[src/mlfs_pkg.sv]
`timescale 1ns / 1ps
// ----------------------------------------------------------------------------
// mlfs_pkg: shared types and constants of the LED frame serializer
// Request codes, queue entry layout and the fixed field widths.
// ----------------------------------------------------------------------------
package mlfs_pkg;

    localparam int DEF_ARM_LEDS  = 16;
    localparam int DEF_ARM_COUNT = 4;

    // Fixed widths of the stream fields.
    localparam int REQ_W    = 2;
    localparam int INDEX_W  = 6;
    localparam int CHAN_W   = 8;
    localparam int COLOUR_W = 3 * CHAN_W;
    localparam int BRIGHT_W = 5;
    localparam int LANE_MAX = 4;

    // Sized for the largest arm length of 256 LEDs.
    localparam int ARM_W   = 2;
    localparam int ADDR_W  = 8;
    localparam int POS_W   = 14;
    localparam int BYTE_W  = POS_W - 3;

    localparam int HEAD_BYTES  = 4;
    localparam int QUEUE_DEPTH = 4;

    localparam logic [CHAN_W-1:0] HEAD_BYTE = 8'h00;
    localparam logic [CHAN_W-1:0] TAIL_BYTE = 8'hFF;
    localparam logic [2:0]        LED_MARK  = 3'b111;
    localparam logic [BRIGHT_W-1:0] BRIGHT_RESET = 5'd31;

    typedef enum logic [REQ_W-1:0] {
        REQ_WRITE = 2'd0,
        REQ_FILL  = 2'd1,
        REQ_START = 2'd2,
        REQ_TICK  = 2'd3
    } req_t;

    typedef enum logic [1:0] {
        OP_WRITE = 2'd0,
        OP_FILL  = 2'd1,
        OP_TICK  = 2'd2
    } op_t;

    typedef struct packed {
        op_t                 op;
        logic [ARM_W-1:0]    arm;
        logic [ADDR_W-1:0]   addr;
        logic [COLOUR_W-1:0] colour;   // {red, green, blue}
        logic [POS_W-1:0]    pos;
        logic                last;
    } q_entry_t;

endpackage

[src/multi_lane_led_frame_serializer.sv]
`timescale 1ns / 1ps
// ----------------------------------------------------------------------------
// multi_lane_led_frame_serializer: parallel-arm LED strip frame driver
// Stores a colour per LED and shifts out LED frames on up to four arms.
// ----------------------------------------------------------------------------
// With an empty queue, an accepted tick beat is queued, then popped into the
// registered output beat that raises m_tvalid. Input beats are taken one per
// cycle while the front-to-back queue has room; a fill request occupies the
// store sweep over every LED address. After reset a clearing pass zeroes the
// pixel store; s_tready stays low until it finishes. Brightness resets to 31.
// ----------------------------------------------------------------------------
module multi_lane_led_frame_serializer
    import mlfs_pkg::*;
#(
    parameter int ARM_LEDS  = DEF_ARM_LEDS,
    parameter int ARM_COUNT = DEF_ARM_COUNT
) (
    input  logic                aclk,
    input  logic                aresetn,

    // Request stream.
    input  logic                s_tvalid,
    output logic                s_tready,
    input  logic [31:0]         s_tdata,   // led_index[5:0], red[13:6],
                                           // green[21:14], blue[29:22], zero
    input  logic [REQ_W-1:0]    s_tuser,   // req_type[1:0]

    // Serial bit stream, one beat per tick during a send.
    output logic                m_tvalid,
    input  logic                m_tready,
    output logic [7:0]          m_tdata,   // lane_bits[3:0], zero[7:4]
    output logic                m_tlast,   // last_bit

    // Brightness register write channel.
    input  logic                cfg_valid,
    output logic                cfg_ready,
    input  logic [BRIGHT_W-1:0] cfg_data
);

    logic [BRIGHT_W-1:0] bright_reg, bright_next;
    logic                accept;
    logic                push;
    q_entry_t            push_entry;
    q_entry_t            head;
    logic                q_empty;
    logic                q_full;
    logic                pop;
    logic                init_done;
    logic [LANE_MAX-1:0] out_lanes;
    logic [COLOUR_W-1:0] colour;

    // Configuration is accepted in any cycle.
    assign cfg_ready = 1'b1;

    always_comb begin
        bright_next = bright_reg;
        if (cfg_valid && cfg_ready) begin
            bright_next = cfg_data;
        end
    end

    always_ff @(posedge aclk) begin
        if (!aresetn) begin
            bright_reg <= BRIGHT_RESET;
        end else begin
            bright_reg <= bright_next;
        end
    end

    // The store is packed red, green, blue from high to low byte.
    assign colour = {s_tdata[13:6], s_tdata[21:14], s_tdata[29:22]};

    // Input beats wait for queue room and for the clearing pass to end.
    assign s_tready = init_done && !q_full;
    assign accept   = s_tvalid && s_tready;

    mlfs_front #(
        .ARM_LEDS  (ARM_LEDS),
        .ARM_COUNT (ARM_COUNT)
    ) u_front (
        .aclk       (aclk),
        .aresetn    (aresetn),
        .accept     (accept),
        .req_type   (s_tuser),
        .led_index  (s_tdata[INDEX_W-1:0]),
        .colour     (colour),
        .push       (push),
        .push_entry (push_entry)
    );

    mlfs_queue #(
        .DEPTH (QUEUE_DEPTH)
    ) u_queue (
        .aclk       (aclk),
        .aresetn    (aresetn),
        .push       (push),
        .push_entry (push_entry),
        .pop        (pop),
        .head       (head),
        .empty      (q_empty),
        .full       (q_full)
    );

    mlfs_back #(
        .ARM_LEDS  (ARM_LEDS),
        .ARM_COUNT (ARM_COUNT)
    ) u_back (
        .aclk       (aclk),
        .aresetn    (aresetn),
        .brightness (bright_reg),
        .head       (head),
        .q_empty    (q_empty),
        .pop        (pop),
        .init_done  (init_done),
        .out_valid  (m_tvalid),
        .out_ready  (m_tready),
        .out_lanes  (out_lanes),
        .out_last   (m_tlast)
    );

    assign m_tdata = {4'b0000, out_lanes};

endmodule

[src/mlfs_ram.sv]
`timescale 1ns / 1ps
// ----------------------------------------------------------------------------
// mlfs_ram: generic simple dual-port RAM
// One write port, one read port with registered read data.
// ----------------------------------------------------------------------------
module mlfs_ram #(
    parameter int WIDTH = 24,
    parameter int DEPTH = 16
) (
    input  logic                     aclk,
    input  logic                     we,
    input  logic [((DEPTH > 1) ? $clog2(DEPTH) : 1)-1:0] waddr,
    input  logic [WIDTH-1:0]         wdata,
    input  logic                     re,
    input  logic [((DEPTH > 1) ? $clog2(DEPTH) : 1)-1:0] raddr,
    output logic [WIDTH-1:0]         rdata
);

    logic [WIDTH-1:0] mem [DEPTH];
    logic [WIDTH-1:0] rdata_reg;

    always_ff @(posedge aclk) begin
        if (we) begin
            mem[waddr] <= wdata;
        end
        if (re) begin
            rdata_reg <= mem[raddr];
        end
    end

    assign rdata = rdata_reg;

endmodule

[src/mlfs_queue.sv]
`timescale 1ns / 1ps
// ----------------------------------------------------------------------------
// mlfs_queue: short FIFO between front and back
// Register-based queue of operation entries; DEPTH is a power of two.
// ----------------------------------------------------------------------------
module mlfs_queue
    import mlfs_pkg::*;
#(
    parameter int DEPTH = QUEUE_DEPTH
) (
    input  logic     aclk,
    input  logic     aresetn,
    input  logic     push,
    input  q_entry_t push_entry,
    input  logic     pop,
    output q_entry_t head,
    output logic     empty,
    output logic     full
);

    localparam int PTR_W = $clog2(DEPTH);
    localparam int CNT_W = $clog2(DEPTH + 1);

    q_entry_t         slot_reg [DEPTH];
    logic [PTR_W-1:0] wr_ptr_reg, wr_ptr_next;
    logic [PTR_W-1:0] rd_ptr_reg, rd_ptr_next;
    logic [CNT_W-1:0] count_reg, count_next;
    logic             do_push, do_pop;

    assign empty   = (count_reg == '0);
    assign full    = (count_reg == CNT_W'(DEPTH));
    assign do_push = push && !full;
    assign do_pop  = pop && !empty;
    assign head    = slot_reg[rd_ptr_reg];

    always_comb begin
        wr_ptr_next = wr_ptr_reg;
        rd_ptr_next = rd_ptr_reg;
        count_next  = count_reg;
        if (do_push) begin
            wr_ptr_next = wr_ptr_reg + 1'b1;
        end
        if (do_pop) begin
            rd_ptr_next = rd_ptr_reg + 1'b1;
        end
        if (do_push && !do_pop) begin
            count_next = count_reg + 1'b1;
        end else if (do_pop && !do_push) begin
            count_next = count_reg - 1'b1;
        end
    end

    always_ff @(posedge aclk) begin
        if (!aresetn) begin
            wr_ptr_reg <= '0;
            rd_ptr_reg <= '0;
            count_reg  <= '0;
        end else begin
            wr_ptr_reg <= wr_ptr_next;
            rd_ptr_reg <= rd_ptr_next;
            count_reg  <= count_next;
        end
    end

    always_ff @(posedge aclk) begin
        if (do_push) begin
            slot_reg[wr_ptr_reg] <= push_entry;
        end
    end

endmodule

[src/mlfs_front.sv]
`timescale 1ns / 1ps
// ----------------------------------------------------------------------------
// mlfs_front: request classifier and frame sequencer
// Drops writes, fills and starts during a send and ticks outside one, maps LED
// numbers to arm and position, and tags each tick with its frame bit position.
// ----------------------------------------------------------------------------
module mlfs_front
    import mlfs_pkg::*;
#(
    parameter int ARM_LEDS  = DEF_ARM_LEDS,
    parameter int ARM_COUNT = DEF_ARM_COUNT
) (
    input  logic                aclk,
    input  logic                aresetn,
    input  logic                accept,
    input  logic [REQ_W-1:0]    req_type,
    input  logic [INDEX_W-1:0]  led_index,
    input  logic [COLOUR_W-1:0] colour,
    output logic                push,
    output q_entry_t            push_entry
);

    localparam int LED_TOTAL  = ARM_LEDS * ARM_COUNT;
    localparam int FRAME_BITS =
        (HEAD_BYTES + 4 * ARM_LEDS + (ARM_LEDS + 15) / 16) * 8;
    localparam int WIDE_W = 11;

    logic             sending_reg, sending_next;
    logic [POS_W-1:0] pos_reg, pos_next;
    logic             last_bit;
    logic [ARM_W-1:0] arm_sel;
    logic [WIDE_W-1:0] arm_base;
    logic [WIDE_W-1:0] arm_pos;
    req_t             req;

    assign req      = req_t'(req_type);
    assign last_bit = (pos_reg == POS_W'(FRAME_BITS - 1));

    // Arm number by comparison against the arm boundaries.
    always_comb begin
        arm_sel = '0;
        for (int k = 1; k < ARM_COUNT; k++) begin
            if (WIDE_W'(led_index) >= WIDE_W'(k * ARM_LEDS)) begin
                arm_sel = ARM_W'(k);
            end
        end
    end

    assign arm_base = WIDE_W'(arm_sel) * WIDE_W'(ARM_LEDS);
    assign arm_pos  = WIDE_W'(led_index) - arm_base;

    always_comb begin
        sending_next      = sending_reg;
        pos_next          = pos_reg;
        push              = 1'b0;
        push_entry.op     = OP_TICK;
        push_entry.arm    = arm_sel;
        push_entry.addr   = arm_pos[ADDR_W-1:0];
        push_entry.colour = colour;
        push_entry.pos    = pos_reg;
        push_entry.last   = last_bit;
        if (accept) begin
            unique case (req)
                REQ_WRITE: begin
                    push_entry.op = OP_WRITE;
                    push = !sending_reg && (WIDE_W'(led_index) < WIDE_W'(LED_TOTAL));
                end
                REQ_FILL: begin
                    push_entry.op = OP_FILL;
                    push          = !sending_reg;
                end
                REQ_START: begin
                    if (!sending_reg) begin
                        sending_next = 1'b1;
                        pos_next     = '0;
                    end
                end
                REQ_TICK: begin
                    if (sending_reg) begin
                        push = 1'b1;
                        if (last_bit) begin
                            sending_next = 1'b0;
                            pos_next     = '0;
                        end else begin
                            pos_next = pos_reg + 1'b1;
                        end
                    end
                end
                default: begin
                    push = 1'b0;
                end
            endcase
        end
    end

    always_ff @(posedge aclk) begin
        if (!aresetn) begin
            sending_reg <= 1'b0;
            pos_reg     <= '0;
        end else begin
            sending_reg <= sending_next;
            pos_reg     <= pos_next;
        end
    end

endmodule

[src/mlfs_back.sv]
`timescale 1ns / 1ps
// ----------------------------------------------------------------------------
// mlfs_back: pixel store and bit generator
// Executes queued writes, fills and ticks against one RAM per arm and
// drives the registered output beat.
// ----------------------------------------------------------------------------
module mlfs_back
    import mlfs_pkg::*;
#(
    parameter int ARM_LEDS  = DEF_ARM_LEDS,
    parameter int ARM_COUNT = DEF_ARM_COUNT
) (
    input  logic                aclk,
    input  logic                aresetn,
    input  logic [BRIGHT_W-1:0] brightness,
    input  q_entry_t            head,
    input  logic                q_empty,
    output logic                pop,
    output logic                init_done,
    output logic                out_valid,
    input  logic                out_ready,
    output logic [LANE_MAX-1:0] out_lanes,
    output logic                out_last
);

    localparam int LA_W       = (ARM_LEDS > 1) ? $clog2(ARM_LEDS) : 1;
    localparam int BODY_BYTES = 4 * ARM_LEDS;

    typedef enum logic [1:0] {
        ST_SWEEP = 2'b01,
        ST_RUN   = 2'b10
    } back_state_t;

    back_state_t         state_reg, state_next;
    logic [LA_W-1:0]     sweep_addr_reg, sweep_addr_next;
    logic [COLOUR_W-1:0] sweep_colour_reg, sweep_colour_next;
    logic                init_done_reg, init_done_next;
    logic                valid_reg, valid_next;
    logic [LANE_MAX-1:0] lanes_reg, lanes_next;
    logic                last_reg, last_next;

    logic [ARM_COUNT-1:0] ram_we;
    logic [LA_W-1:0]      ram_waddr;
    logic [COLOUR_W-1:0]  ram_wdata;
    logic                 ram_re;
    logic [LA_W-1:0]      ram_raddr;
    logic [COLOUR_W-1:0]  ram_rdata [ARM_COUNT];

    logic [BYTE_W-1:0]    byte_idx;
    logic [BYTE_W-1:0]    rel;
    logic                 in_head;
    logic                 in_body;
    logic [1:0]           slot;
    logic [2:0]           bit_sel;
    logic [LANE_MAX-1:0]  lanes_calc;
    logic                 slot_free;

    assign byte_idx  = head.pos[POS_W-1:3];
    assign rel       = byte_idx - BYTE_W'(HEAD_BYTES);
    assign in_head   = (byte_idx < BYTE_W'(HEAD_BYTES));
    assign in_body   = !in_head && (rel < BYTE_W'(BODY_BYTES));
    assign slot      = rel[1:0];
    assign bit_sel   = ~head.pos[2:0];   // most significant bit first
    assign ram_raddr = rel[LA_W+1:2];
    assign slot_free = !valid_reg || out_ready;

    // One frame byte per arm; colour bytes come from the RAM read issued
    // on the first bit of the LED's header byte.
    always_comb begin
        logic [CHAN_W-1:0] fb;
        lanes_calc = '0;
        for (int k = 0; k < ARM_COUNT; k++) begin
            if (in_head) begin
                fb = HEAD_BYTE;
            end else if (!in_body) begin
                fb = TAIL_BYTE;
            end else begin
                unique case (slot)
                    2'd0:    fb = {LED_MARK, brightness};
                    2'd1:    fb = ram_rdata[k][CHAN_W-1:0];
                    2'd2:    fb = ram_rdata[k][2*CHAN_W-1:CHAN_W];
                    default: fb = ram_rdata[k][3*CHAN_W-1:2*CHAN_W];
                endcase
            end
            lanes_calc[k] = fb[bit_sel];
        end
    end

    always_comb begin
        state_next        = state_reg;
        sweep_addr_next   = sweep_addr_reg;
        sweep_colour_next = sweep_colour_reg;
        init_done_next    = init_done_reg;
        valid_next        = valid_reg;
        lanes_next        = lanes_reg;
        last_next         = last_reg;
        pop               = 1'b0;
        ram_we            = '0;
        ram_waddr         = head.addr[LA_W-1:0];
        ram_wdata         = head.colour;
        ram_re            = 1'b0;

        if (valid_reg && out_ready) begin
            valid_next = 1'b0;
        end

        unique case (state_reg)
            ST_SWEEP: begin
                ram_we    = '1;
                ram_waddr = sweep_addr_reg;
                ram_wdata = sweep_colour_reg;
                if (sweep_addr_reg == LA_W'(ARM_LEDS - 1)) begin
                    state_next      = ST_RUN;
                    init_done_next  = 1'b1;
                    sweep_addr_next = '0;
                end else begin
                    sweep_addr_next = sweep_addr_reg + 1'b1;
                end
            end
            ST_RUN: begin
                if (!q_empty) begin
                    unique case (head.op)
                        OP_WRITE: begin
                            pop = 1'b1;
                            for (int k = 0; k < ARM_COUNT; k++) begin
                                ram_we[k] = (head.arm == ARM_W'(k));
                            end
                        end
                        OP_FILL: begin
                            pop               = 1'b1;
                            sweep_colour_next = head.colour;
                            sweep_addr_next   = '0;
                            state_next        = ST_SWEEP;
                        end
                        OP_TICK: begin
                            if (slot_free) begin
                                pop        = 1'b1;
                                valid_next = 1'b1;
                                lanes_next = lanes_calc;
                                last_next  = head.last;
                                ram_re     = in_body && (slot == 2'd0) &&
                                             (head.pos[2:0] == 3'd0);
                            end
                        end
                        default: begin
                            pop = 1'b1;
                        end
                    endcase
                end
            end
            default: begin
                state_next = ST_RUN;
            end
        endcase
    end

    always_ff @(posedge aclk) begin
        if (!aresetn) begin
            state_reg        <= ST_SWEEP;
            sweep_addr_reg   <= '0;
            sweep_colour_reg <= '0;
            init_done_reg    <= 1'b0;
            valid_reg        <= 1'b0;
        end else begin
            state_reg        <= state_next;
            sweep_addr_reg   <= sweep_addr_next;
            sweep_colour_reg <= sweep_colour_next;
            init_done_reg    <= init_done_next;
            valid_reg        <= valid_next;
        end
    end

    always_ff @(posedge aclk) begin
        lanes_reg <= lanes_next;
        last_reg  <= last_next;
    end

    for (genvar g = 0; g < ARM_COUNT; g++) begin : g_arm
        mlfs_ram #(
            .WIDTH (COLOUR_W),
            .DEPTH (ARM_LEDS)
        ) u_ram (
            .aclk  (aclk),
            .we    (ram_we[g]),
            .waddr (ram_waddr),
            .wdata (ram_wdata),
            .re    (ram_re),
            .raddr (ram_raddr),
            .rdata (ram_rdata[g])
        );
    end

    assign init_done = init_done_reg;
    assign out_valid = valid_reg;
    assign out_lanes = lanes_reg;
    assign out_last  = last_reg;

endmodule
[config.mk]
export PLATFORM = sky130hd
export DESIGN_NAME = multi_lane_led_frame_serializer
export DESIGN_NICKNAME = d
export VERILOG_FILES = /design/src/mlfs_pkg.sv /design/src/multi_lane_led_frame_serializer.sv /design/src/mlfs_ram.sv /design/src/mlfs_queue.sv /design/src/mlfs_front.sv /design/src/mlfs_back.sv
export SDC_FILE = /design/constraint.sdc
export NUM_CORES = 2
export LEC_CHECK = 0
export ABC_AREA = 0
export BUFFER_PORTS_ARGS = -buffer_cell sky130_fd_sc_hd__buf_2
export CAP_MARGIN = 5
export CORE_MARGIN = 2
export CORE_UTILIZATION = 53
export CTS_CLUSTER_SIZE = 20
export DETAILED_ROUTE_END_ITERATION = 6
export PLACE_DENSITY = 0.72
export SLEW_MARGIN = 10
export SYNTH_ARGS = -nofsm -noshare
export SYNTH_HDL_FRONTEND = slang
export SYNTH_SLANG_ARGS = --single-unit
[constraint.sdc]
create_clock -name aclk -period 25.3 [get_ports aclk]
set_input_delay 5.06 -clock aclk [delete_from_list [all_inputs] [get_ports aclk]]
set_output_delay 5.06 -clock aclk [all_outputs]
set_load 0.05 [all_outputs]
**Yosys cells after proc, flatten, opt, wreduce, memory -nomap -nowiden**

Memories as Yosys holds them, arrays and structs flattened. A register that Yosys moved wholly into a read port is not among the register bits.
Cells that the tools add are included.

- Register bits after elaboration: 64
- Bits in writable memories: 1,740
- Memories kept: 5

Memory list:

| memory | words | width | rd ports | clocked after Yosys merged registers in | wr ports | line | text |
|---|---|---|---|---|---|---|---|
| u_back.g_arm[0].u_ram.mem | 16 | 24 | 1 | 1 | 1 | mlfs_ram.sv:19 | `logic [WIDTH-1:0] mem [DEPTH];` |
| u_back.g_arm[1].u_ram.mem | 16 | 24 | 1 | 1 | 1 | mlfs_ram.sv:19 |  |
| u_back.g_arm[2].u_ram.mem | 16 | 24 | 1 | 1 | 1 | mlfs_ram.sv:19 |  |
| u_back.g_arm[3].u_ram.mem | 16 | 24 | 1 | 1 | 1 | mlfs_ram.sv:19 |  |
| u_queue.slot_reg | 4 | 51 | 1 | 1 | 1 | mlfs_queue.sv:24 | `q_entry_t slot_reg [DEPTH];` |

- Reduce and logical (&&, ||, !) cells: 35
- Order comparisons: 6
- Add/sub/neg operators: 8
- Multiplexer cells: 75
- Bitwise logic cells: 2
- Eq/ne operators: 20

Operator list:

| operator | number |
|---|---|
| $pmux W8 S3 | 4 |
| $mux W8 | 8 |
| $mux W14 | 3 |
| $mux W1 | 32 |
| $pmux W14 S2 | 1 |
| $mux W24 | 1 |
| $mux W4 | 6 |
| $mux W2 | 8 |
| $pmux W4 S2 | 2 |
| $add A14 B1 Y14 const B | 1 |
| $eq A14 B10 Y1 const B | 1 |
| $eq A2 B2 Y1 const B | 7 |
| $bmux W1 S3 | 4 |
| $ge A6 B6 Y1 const B | 2 |
| $lt A11 B3 Y1 const B | 1 |
| $lt A11 B7 Y1 const B | 1 |
| $sub A11 B3 Y11 const B | 1 |
| $eq A2 B1 Y1 const B | 5 |
| $logic_and A1 B1 Y1 | 10 |
| $reduce_and A3 Y1 | 3 |
| $logic_not A2 Y1 | 4 |
| $pmux W2 S2 | 2 |
| $reduce_and A4 Y1 | 2 |
| $logic_not A1 Y1 | 7 |
| 20 further kinds | 30 |

**Depth between registers and ports, before layout**

- Depth after elaboration: 10
- Mapped depth: 12
- Mapped depth without buffers: 11

**Cells and area by module**

From an unflattened synthesis, not the netlist that was laid out.

- Cell total of the unflattened synthesis: 3,374
- Area, all modules: 73,047.6 um2

By module, submodules not included:

| module | area an instance (um2) | seq. area each (um2) | cells an instance | instances |
|---|---|---|---|---|
| mlfs_ram | 15,170.8 | 12,251.8 | 636 | 4 |
| mlfs_queue | 7,907.6 | 6,306.0 | 315 | 1 |
| mlfs_back | 3,095.5 | 790.8 | 353 | 1 |
| mlfs_front | 1,123.6 | 300.3 | 137 | 1 |
| multi_lane_led_frame_serializer | 237.7 | 100.1 | 25 | 1 |

**Least setup slack after synthesis**

No wires, ideal clock.

- Path kind: input-to-reg
- From: in m_tready
- To: reg u_back.g_arm[0].u_ram.rdata_reg[0] (read register of u_back.g_arm[0].u_ram.mem) (enable)
- Buffers on the path: 0
- Setup time: 0.819 ns
- Arrival time: 15.085 ns
- Slack: 9.396 ns
- Stages on the path: 2
- Path through: nand2b_1 nor4b_1

- Cells in the longest elaborated chain, start to end: 5

RTL lines:

| what | line | text |
|---|---|---|
| start, declared | multi_lane_led_frame_serializer.sv:30 | `input logic m_tready,` |
| $logic_or A1 B1 Y1 | mlfs_back.sv:65 | `assign slot_free = !valid_reg \|\| out_ready;` |
| $mux W1 | mlfs_back.sv:136 | `if (slot_free) begin` |
| $mux W1 | mlfs_back.sv:122 | `unique case (head.op)` |
| $mux W1 | mlfs_back.sv:121 | `if (!q_empty) begin` |
| $mux W1 | mlfs_back.sv:107 | `unique case (state_reg)` |
| net u_back.g_arm[0].u_ram.re | mlfs_ram.sv:14 | `input logic re,` |
| end, declared | mlfs_ram.sv:20 | `logic [WIDTH-1:0] rdata_reg;` |

The timed path passes the listed nets, and every way through them passes these cells.
A chain may end at the register's enable or synchronous reset.

**Final worst setup path**

- From: in m_tready
- To: reg u_back.g_arm[2].u_ram.rdata_reg[23] (read register of u_back.g_arm[2].u_ram.mem) (enable)

- Cells in the longest elaborated chain, start to end: 5

RTL lines:

| what | line |
|---|---|
| $logic_or A1 B1 Y1 | mlfs_back.sv:65 |
| $mux W1 | mlfs_back.sv:136 |
| $mux W1 | mlfs_back.sv:122 |
| $mux W1 | mlfs_back.sv:121 |
| $mux W1 | mlfs_back.sv:107 |
| net u_back.g_arm[0].u_ram.re | mlfs_ram.sv:14 |
| end, declared | mlfs_ram.sv:20 |

The timed path passes the listed nets, and every way through them passes these cells.

==> flow_metrics.py <==
metrics = {
    "hold_path": {
        "hold_path_depth": 2,
        "min_from": "u_back.sweep_colour_reg[21]",
        "worst_hold_path.endpoint": "u_back.sweep_colour_reg[21]",
        "hp-class": "flip-flop to flip-flop",
    },
    "clock_tree": {
        "cts_setup_buffers": 0,
        "cts_tree": "done",
        "clockBufferDepth": 3,
        "htreeDepth": 4,
        "cts.sinks": 1886,
        "cts-resized-gates": 0,
        "cts_root_buf": "clkbuf_16",
        "numCtsBuffers": 179,
        "postCtsHoldBufs": 0,
        "cts.clk_slew.worst_paths_ps": 60,
        "clkLatencyLatePin_ps": 800,
    },
    "synth": {
        "ys_warn_count": 0,
        "seq_area_frac_synth": 0.775,
        "syn_area_mm2": 0.0723,
        "syn-instance-count": 3119,
        "async_flop_share": 0,
        "ys.flop_type": "edfxtp_1",
        "yosys_register_bits": 1886,
        "synth_area_per_cell_um2": 23.2,
        "ys_types": 60,
        "synth_edf_count": 1825,
    },
    "worst_setup_path": {
        "rr_endpoint": "u_back.g_arm[1].u_ram.rdata[8]",
        "critPathBufInv": 3,
        "crit_family": "buffers and inverters",
        "worstPathRequired_ps": 25700,
        "r2r_slack_ps": 18370,
        "cp_common_cell": "buf_4",
        "cp-start-kind": "primary input",
        "slowest_delay_ps": 870,
        "worstPathMaxFanout": 49,
        "critPathKind": "primary input to flip-flop",
        "critical_path.slowest_cell": "buf_4",
        "end_kind": "flip-flop",
        "crit_chain": "buf_2, nand2b_1, nor4b_2, buf_4, buf_4",
        "arrival_ps": 7350,
        "rr_worst_depth": 9,
    },
    "sta": {
        "setup_viol": 0,
        "slew_viol_final": 0,
        "rsz0062_at_grt": "no",
        "fin_worst_skew_ps": 25.4,
        "finalCriticalPeriod_ps": 6950,
        "layout_setup_ws_ps": 18350,
        "slew_headroom": 0.192,
        "min_period_over_period": 0.275,
        "worst_pin_slew_ps": 1210,
        "final_hold_viol_count": 0,
        "max_freq_mhz": 144,
        "finalSetupTns_ps": 0,
    },
    "global_routing": {
        "grt_max_degree": 134,
        "grt_use_met1": 0.316,
        "gr-total-overflow": 0,
        "grt_pass1_vias": 34800,
        "grt_util_met3": 0.0493,
        "grt-busiest-layer": "met2",
        "antenna_found_initial": 7,
        "grt_util_all_layers": 0.238,
        "met2_usage": 0.398,
        "grt_pass1_wl_um": 237000,
    },
    "die": {
        "io_pins": 56,
        "dieArea_mm2": 0.139,
        "rows": 135,
        "die_y_um": 373,
        "core_area_mm2": 0.135,
        "initial_core_util": 0.533,
        "die_x_um": 373,
    },
    "placed_design": {
        "gp_congestion": 0.794,
        "place_ws_ps": 17540,
        "dp_hpwl_um": 81800,
        "port_buffers": 48,
        "postPlaceCellArea_mm2": 0.0748,
    },
    "layout": {
        "drive_above_1_share": 0.304,
        "regArea_mm2": 0.0560,
        "area_growth_pct": 11.3,
        "fillers": 9197,
        "largest_register_ffs": 1536,
        "final_core_util": 0.594,
        "fin_area_mm2": 0.0804,
        "multi_input_area_mm2": 0.0154,
        "nets": 3357,
    },
    "power_and_ir_drop": {
        "ir_drop_mv": 0.0792,
        "leakage_nw": 25.5,
        "power.density_mw_per_mm2": 78.8,
    },
    "detailed_routing": {
        "route.vias.total": 33700,
        "drt_wl_total_um": 165000,
        "antenna_left": 0,
        "drcViolationCount": 0,
        "drtIter0Drc": 4369,
        "firstDrtPassIters": 5,
        "avgRoutedWirePerCell_um": 31.6,
        "viasPerCell": 6.44,
    },
    "status": {
        "outcome": "complete, no violations",
    },
    "job": {
        "cap_violations": 0,
    },
}
## cell usage in the layout, fill, tap and decap left out, types with 5 or more instances in the layout
master / Yosys / routed
mux2_2: 31 / 24
nor3b_1: 11 / 11
conb_1: 2 / 5
o31ai_1: 5 / 5
and2_1: 16 / 12
nor3_1: 7 / 7
o21ai_0: 16 / 16
nor2b_1: 14 / 14
clkbuf_8: 0 / 7
nor2_1: 91 / 27
a31oi_1: 5 / 5
o221ai_1: 6 / 6
dfxtp_1: 61 / 59
buf_2: 31 / 48
buf_4: 7 / 113
nand3b_1: 6 / 6
nand2_1: 101 / 101
nor2_2: 0 / 64
clkbuf_1: 80 / 48
clkbuf_16: 0 / 181
xor2_1: 10 / 10
a21boi_1: 20 / 20
edfxtp_1: 1825 / 1825
mux2_4: 0 / 7
a21oi_1: 18 / 18
nand3_1: 20 / 20
inv_1: 16 / 16
mux2i_1: 49 / 49
nand4_1: 7 / 7
ha_1: 10 / 8
nand2b_1: 7 / 7
bufinv_16: 0 / 11
and3_1: 6 / 6
a22oi_1: 6 / 6
mux4_2: 524 / 523
xnor2_1: 10 / 8
clkinv_1: 0 / 31
inv_6: 0 / 10
clkinv_2: 0 / 31
a21boi_0: 9 / 9
## per-layer routing
layer  wire length [µm]  part of all wire
met5                 13          0.000079
met1              59900              0.36
met4               4800             0.029
met2              83600              0.51
met3              17000              0.10
## layout make-up
class,instances,share of cell area
Clock inverter,90,0.00967
Tap cell,1781,0.0277
Multi-Input combinational cell,1057,0.192
Antenna cell,1,0.0000311
Clock buffer,236,0.0597
Timing Repair Buffer,162,0.0138
Sequential cell,1886,0.696
Inverter,16,0.000747
## logic make-up (layout without fill, tap and decap cells)
kind of cell | Yosys count | count (layout) | share of synthesized area
flops | 1886 | 1886 | 0.775
mux | 604 | 604 | 0.175
simple gates | 307 | 307 | 0.0201
buf+inv | 179 | 504 | 0.0145
compound gates | 110 | 110 | 0.0106
xor+xnor | 20 | 20 | 0.00242
fa+ha+maj | 11 | 11 | 0.00201
other cells | 2 | 6 | 0.000104
## cell usage after synthesis, drive strengths merged, types with 3 or more instances
master,n,area share
o31ai,6,0.00069
and3,6,0.00052
nand3,20,0.0014
nor2b,14,0.0012
a311oi,4,0.00048
dfxtp,61,0.017
nand3b,6,0.00062
o2111ai,3,0.00036
buf,83,0.0095
nand2b,7,0.00061
or2,6,0.00052
nor4,4,0.00035
nor2,91,0.0047
a22oi,6,0.00062
o21bai,3,0.00031
xnor2,10,0.0012
o21ai,16,0.0011
nor4b,3,0.00036
a21boi,29,0.0030
o21a,3,0.00031
ha,10,0.0017
xor2,10,0.0012
o221ai,6,0.00073
nand2,101,0.0052
edfxtp,1825,0.76
nor3b,11,0.0011
nand4,7,0.00061
mux2i,49,0.0068
a21oi,18,0.0012
mux4,524,0.16
and2,16,0.0014
inv,16,0.00083
nor3,7,0.00048
clkbuf,80,0.0042
mux2,31,0.0048
a31oi,5,0.00043
## tightest hold or removal path, cell delays in order (launching register included)
cell,delay [ps]
dfxtp_1,310
nand2_1,50
a21boi_1,50
## power breakdown
| part | total [mW] | internal, mW | switching, mW | leakage (nW) |
|---|---|---|---|---|
| logic | 0.227 | 0.0461 | 0.181 | 5.54 |
| clock network | 2.57 | 1.45 | 1.12 | 2.74 |
| registers | 3.55 | 3.53 | 0.0161 | 17.2 |
## metrics by stage
| step | power, mW | cells | hold WS (ps) |
|---|---|---|---|
| after floorplan | 3.72 | 3122 | 432 |
| after global placement | 3.81 | 4902 | 438 |
| after detailed placement | 3.84 | 4902 | 446 |
| after CTS | 6.38 | 5228 | 454 |
| after global routing | 6.51 | 5229 | 481 |
| final | 6.34 | 5229 | 455 |
## worst max path at each step
stage               startpoint                         endpoint  depth (start not counted)
finish                m_tready  u_back.g_arm[2].u_ram.rdata[23]                          5
global route         flip-flop   u_back.g_arm[1].u_ram.rdata[8]                          9
CTS                  flip-flop   u_back.g_arm[1].u_ram.rdata[8]                          9
detailed placement    m_tready  u_back.g_arm[2].u_ram.rdata[12]                          5
global placement      m_tready   u_back.g_arm[2].u_ram.rdata[7]                          5
floorplan             m_tready   u_back.g_arm[0].u_ram.rdata[0]                          2
Note: power is estimated with default switching activity, not from simulation.
